--- src/sfh_pkg.sv ---
// Shared types and constants for the scope slot FNV-1a hash block.
`timescale 1ns / 1ps

package sfh_pkg;

  localparam logic [31:0] FNV_BASIS = 32'd2166136261;
  localparam logic [31:0] FNV_PRIME = 32'd16777619;
  localparam logic [7:0]  SEPARATOR = 8'h7C;

  localparam logic [7:0]  SLOT_COUNT_RESET = 8'd255;
  localparam logic [7:0]  SLOT_BASE_RESET  = 8'd0;

  localparam int DIV_STEPS = 32;
  localparam int STEP_W    = $clog2(DIV_STEPS);

  localparam int PADDR_W = 3;

  localparam logic [0:0] REG_SLOT_COUNT = 1'b0;
  localparam logic [0:0] REG_SLOT_BASE  = 1'b1;

  localparam logic FUNC_BYTE = 1'b0;
  localparam logic FUNC_END  = 1'b1;

  typedef enum logic [1:0] {
    ST_IDLE,
    ST_DIV,
    ST_OUT
  } state_t;

  typedef struct packed {
    logic fold;
    logic sep;
    logic finish;
    logic div_step;
    logic load_out;
  } cmd_t;

  typedef struct packed {
    logic byte_zero;
    logic div_last;
  } status_t;

endpackage

--- src/scope_slot_fnv1a_hash_top.sv ---
// Top level: APB register file, controller and datapath of the slot hash.
`timescale 1ns / 1ps

// Folds string bytes and end marks into a 32-bit FNV-1a hash, one request per
// cycle while idle; zero bytes are dropped. The third end mark closes the
// triple: the hash is reduced modulo slot_count by a one-bit-per-cycle
// shift-subtract unit, then slot_base is added and the result is loaded into
// the output register once no previous result still waits there. From the
// closing request until that load, no new request is taken. A slot_count of
// zero reduces modulo 256. Once loaded, a result may wait to be taken while
// new requests enter.

module scope_slot_fnv1a_hash_top import sfh_pkg::*; (
  input  logic               clk,
  input  logic               rst,
  input  logic               psel,
  input  logic               penable,
  input  logic               pwrite,
  input  logic [PADDR_W-1:0] paddr,
  input  logic [31:0]        pwdata,
  output logic [31:0]        prdata,
  output logic               pready,
  input  logic               in_valid,
  output logic               in_ready,
  input  logic               func,
  input  logic [7:0]         char_byte,
  output logic               out_valid,
  input  logic               out_ready,
  output logic [7:0]         slot_num
);

  logic [7:0] slot_count;
  logic [7:0] slot_base;
  cmd_t       cmd;
  status_t    status;

  assign pready = 1'b1;

  always_ff @(posedge clk) begin
    if (rst) begin
      slot_count <= SLOT_COUNT_RESET;
      slot_base  <= SLOT_BASE_RESET;
    end else if (psel && penable && pwrite) begin
      unique case (paddr[2])
        REG_SLOT_COUNT: slot_count <= pwdata[7:0];
        REG_SLOT_BASE:  slot_base  <= pwdata[7:0];
        default: begin
        end
      endcase
    end
  end

  always_comb begin
    unique case (paddr[2])
      REG_SLOT_COUNT: prdata = {24'd0, slot_count};
      REG_SLOT_BASE:  prdata = {24'd0, slot_base};
      default:        prdata = 32'd0;
    endcase
  end

  sfh_ctrl u_ctrl (
    .clk       (clk),
    .rst       (rst),
    .in_valid  (in_valid),
    .in_ready  (in_ready),
    .func      (func),
    .out_valid (out_valid),
    .out_ready (out_ready),
    .status    (status),
    .cmd       (cmd)
  );

  sfh_dp u_dp (
    .clk        (clk),
    .rst        (rst),
    .char_byte  (char_byte),
    .slot_count (slot_count),
    .slot_base  (slot_base),
    .cmd        (cmd),
    .status     (status),
    .slot_num   (slot_num)
  );

  a_finish_blocks_input: assert property (@(posedge clk) disable iff (rst)
    cmd.finish |=> (!in_ready && cmd.div_step))
    else $error("input taken while remainder unit busy");

  a_no_overwrite: assert property (@(posedge clk) disable iff (rst)
    cmd.load_out |-> (!out_valid || out_ready))
    else $error("pending result overwritten");

  a_valid_from_load: assert property (@(posedge clk) disable iff (rst)
    $rose(out_valid) |-> $past(cmd.load_out))
    else $error("result valid without a load");

endmodule

--- src/sfh_dp.sv ---
// Datapath: running hash, shift-subtract remainder unit and output register.
`timescale 1ns / 1ps

module sfh_dp import sfh_pkg::*; (
  input  logic       clk,
  input  logic       rst,
  input  logic [7:0] char_byte,
  input  logic [7:0] slot_count,
  input  logic [7:0] slot_base,
  input  cmd_t       cmd,
  output status_t    status,
  output logic [7:0] slot_num
);

  logic [31:0]       hash;
  logic [31:0]       dvd;
  logic [7:0]        rem;
  logic [7:0]        cnt;
  logic [7:0]        low;
  logic [STEP_W-1:0] step;

  logic [7:0]  fold_in;
  logic [31:0] folded;
  logic [8:0]  trial;
  logic [8:0]  diff;
  logic [7:0]  rem_next;
  logic [7:0]  reduced;

  always_comb begin
    fold_in  = cmd.sep ? SEPARATOR : char_byte;
    folded   = (hash ^ {24'd0, fold_in}) * FNV_PRIME;
    trial    = {rem, dvd[31]};
    diff     = trial - {1'b0, cnt};
    rem_next = (trial >= {1'b0, cnt}) ? diff[7:0] : trial[7:0];
    reduced  = (cnt == 8'd0) ? low : rem;
    status.byte_zero = (char_byte == 8'd0);
    status.div_last  = (step == STEP_W'(DIV_STEPS - 1));
  end

  always_ff @(posedge clk) begin
    if (rst) begin
      hash <= FNV_BASIS;
    end else if (cmd.finish) begin
      hash <= FNV_BASIS;
      dvd  <= folded;
      low  <= folded[7:0];
      cnt  <= slot_count;
      rem  <= 8'd0;
      step <= '0;
    end else if (cmd.fold) begin
      hash <= folded;
    end
    if (cmd.div_step) begin
      dvd  <= {dvd[30:0], 1'b0};
      rem  <= rem_next;
      step <= step + STEP_W'(1);
    end
    if (cmd.load_out) begin
      slot_num <= reduced + slot_base;
    end
  end

endmodule

--- src/sfh_ctrl.sv ---
// Controller: request sequencing, string count and output valid flag.
`timescale 1ns / 1ps

module sfh_ctrl import sfh_pkg::*; (
  input  logic    clk,
  input  logic    rst,
  input  logic    in_valid,
  output logic    in_ready,
  input  logic    func,
  output logic    out_valid,
  input  logic    out_ready,
  input  status_t status,
  output cmd_t    cmd
);

  state_t     state, state_next;
  logic [1:0] strings_done, strings_done_next;
  logic       out_valid_next;

  always_ff @(posedge clk) begin
    if (rst) begin
      state        <= ST_IDLE;
      strings_done <= 2'd0;
      out_valid    <= 1'b0;
    end else begin
      state        <= state_next;
      strings_done <= strings_done_next;
      out_valid    <= out_valid_next;
    end
  end

  always_comb begin
    state_next        = state;
    strings_done_next = strings_done;
    cmd               = '0;
    in_ready          = 1'b0;
    unique case (state)
      ST_IDLE: begin
        in_ready = 1'b1;
        if (in_valid) begin
          if (func == FUNC_END) begin
            cmd.fold = 1'b1;
            cmd.sep  = 1'b1;
            if (strings_done == 2'd2) begin
              cmd.finish        = 1'b1;
              strings_done_next = 2'd0;
              state_next        = ST_DIV;
            end else begin
              strings_done_next = strings_done + 2'd1;
            end
          end else if (!status.byte_zero) begin
            cmd.fold = 1'b1;
          end
        end
      end
      ST_DIV: begin
        cmd.div_step = 1'b1;
        if (status.div_last) begin
          state_next = ST_OUT;
        end
      end
      ST_OUT: begin
        if (!out_valid || out_ready) begin
          cmd.load_out = 1'b1;
          state_next   = ST_IDLE;
        end
      end
      default: begin
        state_next = ST_IDLE;
      end
    endcase
    if (cmd.load_out) begin
      out_valid_next = 1'b1;
    end else if (out_ready) begin
      out_valid_next = 1'b0;
    end else begin
      out_valid_next = out_valid;
    end
  end

endmodule
--- config.mk ---
export PLATFORM = sky130hd
export DESIGN_NAME = scope_slot_fnv1a_hash_top
export DESIGN_NICKNAME = d
export VERILOG_FILES = /design/src/sfh_pkg.sv /design/src/scope_slot_fnv1a_hash_top.sv /design/src/sfh_dp.sv /design/src/sfh_ctrl.sv
export SDC_FILE = /design/constraint.sdc
export NUM_CORES = 1
export LEC_CHECK = 0
export BUFFER_PORTS_ARGS = -buffer_cell sky130_fd_sc_hd__buf_2
export CORE_UTILIZATION = 50
export DETAILED_ROUTE_END_ITERATION = 8
export PLACE_DENSITY = 0.77
export SKIP_CTS_REPAIR_TIMING = 1
export SKIP_LAST_GASP = 1
export SLEW_MARGIN = 20
export SYNTH_ARGS = -nofsm -noshare
export SYNTH_HDL_FRONTEND = slang
export SYNTH_SLANG_ARGS = --single-unit
--- constraint.sdc ---
create_clock -name clk -period 15.5 [get_ports clk]
set_clock_uncertainty 0.15 [all_clocks]
set_input_delay 2.325 -clock clk [delete_from_list [all_inputs] [get_ports clk]]
set_output_delay 2.325 -clock clk [all_outputs]
set_load 0.02 [all_outputs]
==> insert_results.sql <==
INSERT INTO impl_metrics (metric_group, metric, value, unit) VALUES
('sta', 'hold-worst-slack', '0.306', 'ns'),
('synthesis', 'synthCells', '1168', ''),
('floorplanning', 'die-width', '153', 'microns'),
('layout', 'synthToLayoutAreaGrowth', '8.48', '%'),
('detailed_routing', 'route.detailed.drc', '0', ''),
('clock_tree', 'cts-root-to-sink-buffers', '2', ''),
('floorplanning', 'dieHeight', '153', 'microns'),
('place', 'place.gp.congestion', '0.884', ''),
('setup_path', 'worstSetupEndpointType', 'flop', ''),
('floorplanning', 'design.die.area', '23400', 'sq um'),
('setup_path', 'path_cells', 'buf_2 > nand3_1 > nand2_1 > xnor2_1 > ha_1 > ha_1 > fa_1 > ha_1 > fa_1 > ha_1 > inv_1 > fa_1 > inv_1 > ha_1 > a21oi_1 > o21ai_0 > a22oi_1 > nand3_1 > o2111ai_1 > nand3_1 > nor2b_1 > a22o_1', ''),
('floorplanning', 'num_io_pins', '94', ''),
('place', 'dpl-instance-area', '11800', 'sq um'),
('clock_tree', 'cts-htree-levels', '4', ''),
('synthesis', 'synth_enable_flop_cells', '68', ''),
('setup_path', 'cpMaxStageDelayCell', 'xnor2_1', ''),
('layout', 'final.fill_count', '1919', ''),
('setup_path', 'cp_arrival', '8.55', 'ns'),
('detailed_routing', 'number_of_vias_in_the_routed_layout', '8265', ''),
('synthesis', 'netlist-cell-type-count', '64', ''),
('detailed_routing', 'wl', '25300', 'microns'),
('setup_path', 'path_class', 'input pin to flop', ''),
('setup_path', 'worst_r2r_startpoint', 'u_ctrl.state[1]$_SDFFE_PP0P_', ''),
('setup_path', 'cp_capture_point', 'u_dp.dvd[30]$_DFFE_PP_', ''),
('synthesis', 'synth.area.mux_share', '0.0201', ''),
('global_route', 'first_global_vias', '8617', ''),
('clock_tree', 'cts_tree', 'done', ''),
('run_status', 'status', 'finished, final reports clean', ''),
('setup_path', 'critical_path.max_stage_delay', '0.72', 'ns'),
('sta', 'final_period_minus_worst_setup_slack', '8.53', 'ns'),
('setup_path', 'critical_path_depth', '22', ''),
('setup_path', 'critPathTopFamily', 'adder cells', ''),
('detailed_routing', 'route.top_layer_used', 'met4', ''),
('global_route', 'global_route_wire_length_before_repair', '42400', 'microns'),
('setup_path', 'worstRegToRegCells', '23', ''),
('sta', 'setup_repair_after_global_routing_missed_its_margin', 'no', ''),
('detailed_routing', 'dr.first_iter.drc_count', '563', ''),
('sta', 'max_slew_headroom_at_the_worst_pin', '0.308', ''),
('synthesis', 'syn-mean-instance-area', '9.78', 'sq um'),
('synthesis', 'mappedNetlistArea', '11400', 'sq um'),
('layout', 'layout.cell_area.non_filler', '12400', 'sq um'),
('synthesis', 'largest_cells_by_area_after_synthesis', 'ha_1, edfxtp_1, fa_1', ''),
('detailed_routing', 'detailedRoute.firstPassIterationCount', '5', ''),
('layout', 'utilization', '0.561', ''),
('synthesis', 'async_flop_share', '0', ''),
('global_route', 'groute.usage.overall', '0.228', ''),
('synthesis', 'synth_xor_area_frac', '0.0483', ''),
('synthesis', 'synthSimpleGateAreaFrac', '0.0959', ''),
('layout', 'multiInputGateArea', '7300', 'sq um'),
('synthesis', 'synth-seq-cells', '122', ''),
('place', 'port_buffers', '42', ''),
('sta', 'fin_tns_setup', '0', 'ns'),
('sta', 'crit_share_post_route', '0.551', ''),
('floorplanning', 'starting_density_of_the_core', '0.517', ''),
('place', 'place.detailed.hpwl', '19700', 'microns'),
('sta', 'least_margin_pin_slew', '1.03', 'ns'),
('detailed_routing', 'detail_route.wirelength.met1', '11100', 'microns'),
('synthesis', 'netlist.area_leader.share', '0.220', ''),
('sta', 'setup_viol', '0', ''),
('setup_path', 'required', '15.51', 'ns'),
('setup_path', 'timing.rr.end', 'u_dp.dvd[30]$_DFFE_PP_', ''),
('sta', 'timing_hold_violations_final', '0', ''),
('detailed_routing', 'route.met2.wl', '12200', 'microns'),
('clock_tree', 'cts-buffers-inserted', '17', ''),
('synthesis', 'fraction_of_the_mapped_netlist_area_in_compound_gates', '0.112', ''),
('setup_path', 'critical_path.max_fanout', '7', ''),
('clock_tree', 'cts.sink_count', '122', ''),
('floorplanning', 'placementRows', '54', ''),
('min_path', 'hp-class', 'flop to flop', ''),
('detailed_routing', 'ant_nets', '0', ''),
('synthesis', 'seq_area_frac_synth', '0.273', '');
-- worst reg2reg max path, delay by kind of cell (launching register included) --
family,cells,cell delay (ns)
adder cells (fa/ha/maj),8,2.96
flip-flops,1,0.33
AO/OA/AOI/OAI,5,1.19
AND/OR/NAND/NOR,6,1.39
XOR/XNOR,1,0.43
buffers and inverters,3,0.34
-- layer usage --
layer  vias up  GRT usage
met4         0     0.0774
met2       248      0.384
met1      4012      0.297
met5         -          0
met3        40     0.0380
li1       3965          -
-- logic make-up after synthesis --
kind of cell	Yosys count
buffers and inverters	264
multiplexers	21
adder cells (fa/ha/maj)	277
XOR/XNOR	63
flip-flops	122
AO/OA/AOI/OAI	186
other	2
AND/OR/NAND/NOR	233
-- Yosys cell counts (6+ instances only) --
master and number:
inv_1 215, ha_1 201, nand2_1 96, fa_1 76
edfxtp_1 68, dfxtp_1 54, a21oi_1 53, nor2_1 49
xnor2_1 45, buf_4 27, o21ai_0 25, a22o_1 21
nand3_1 21, clkbuf_1 19, xor2_1 18, nor2b_1 16
mux2_2 15, o21ai_1 13, a21o_1 12, nand2b_1 10
a211oi_1 9, nor3_1 9, a211o_1 8, o211ai_1 7
mux2i_1 6, nand4_1 6
-- cell usage in the layout, fill, tap and decap left out, types with 12 or more instances in the layout --
master and count:
o21ai_1 13, nor2b_1 15, a22o_1 21, nand3_1 21, dfxtp_1 54, mux2_2 15, xnor2_1 45, clkbuf_16 17
edfxtp_1 68, buf_2 42, a21o_1 12, o21ai_0 25, nand2_1 95, xor2_1 18, nor2_1 49, fa_1 76
inv_1 215, ha_1 201, a21oi_1 53, conb_1 25
-- worst min-delay path by stage --
stage | start | endpoint | cells after the start
final | slot_count[4]$_SDFFE_PP1P_ | u_dp.cnt[4]$_DFFE_PP_ | 0
after global routing | slot_count[4]$_SDFFE_PP1P_ | u_dp.cnt[4]$_DFFE_PP_ | 0
after CTS | slot_count[4]$_SDFFE_PP1P_ | u_dp.cnt[4]$_DFFE_PP_ | 0
after detailed placement | slot_count[0]$_SDFFE_PP1P_ | u_dp.cnt[0]$_DFFE_PP_ | 0
after global placement | slot_count[1]$_SDFFE_PP1P_ | u_dp.cnt[1]$_DFFE_PP_ | 0
after floorplan | slot_count[0]$_SDFFE_PP1P_ | u_dp.cnt[0]$_DFFE_PP_ | 0
-- final cells by class --
cell class | instances | share of cell area
Timing Repair Buffer | 49 | 0.0212
Sequential cell | 122 | 0.252
Clock inverter | 10 | 0.00626
Inverter | 215 | 0.0651
Multi-Input combinational cell | 805 | 0.589
Clock buffer | 22 | 0.0375
Antenna cell | 2 | 0.000404
Tap cell | 280 | 0.0283
-- through the flow --
step                      worst slack [ns]  cells
after detailed placement              6.73   1471
after global placement                6.81   1471
after floorplan                       7.73   1191
final                                 6.97   1505
after CTS                             7.11   1503
after global routing                  6.70   1505
-- state kept, by name, summed over array words and instances (netlist names), 2 cells and up --
register,cells
slot_base,8
u_dp.hash,32
u_dp.low,8
u_dp.rem,8
u_ctrl.strings_done,2
u_ctrl.state,2
u_dp.slot_num,8
u_dp.step,5
u_dp.cnt,8
u_dp.dvd,32
slot_count,8
Power is left out: the tool's default activity adds up to more than one toggle a clock period on the data nets, which glitch-free logic cannot reach.
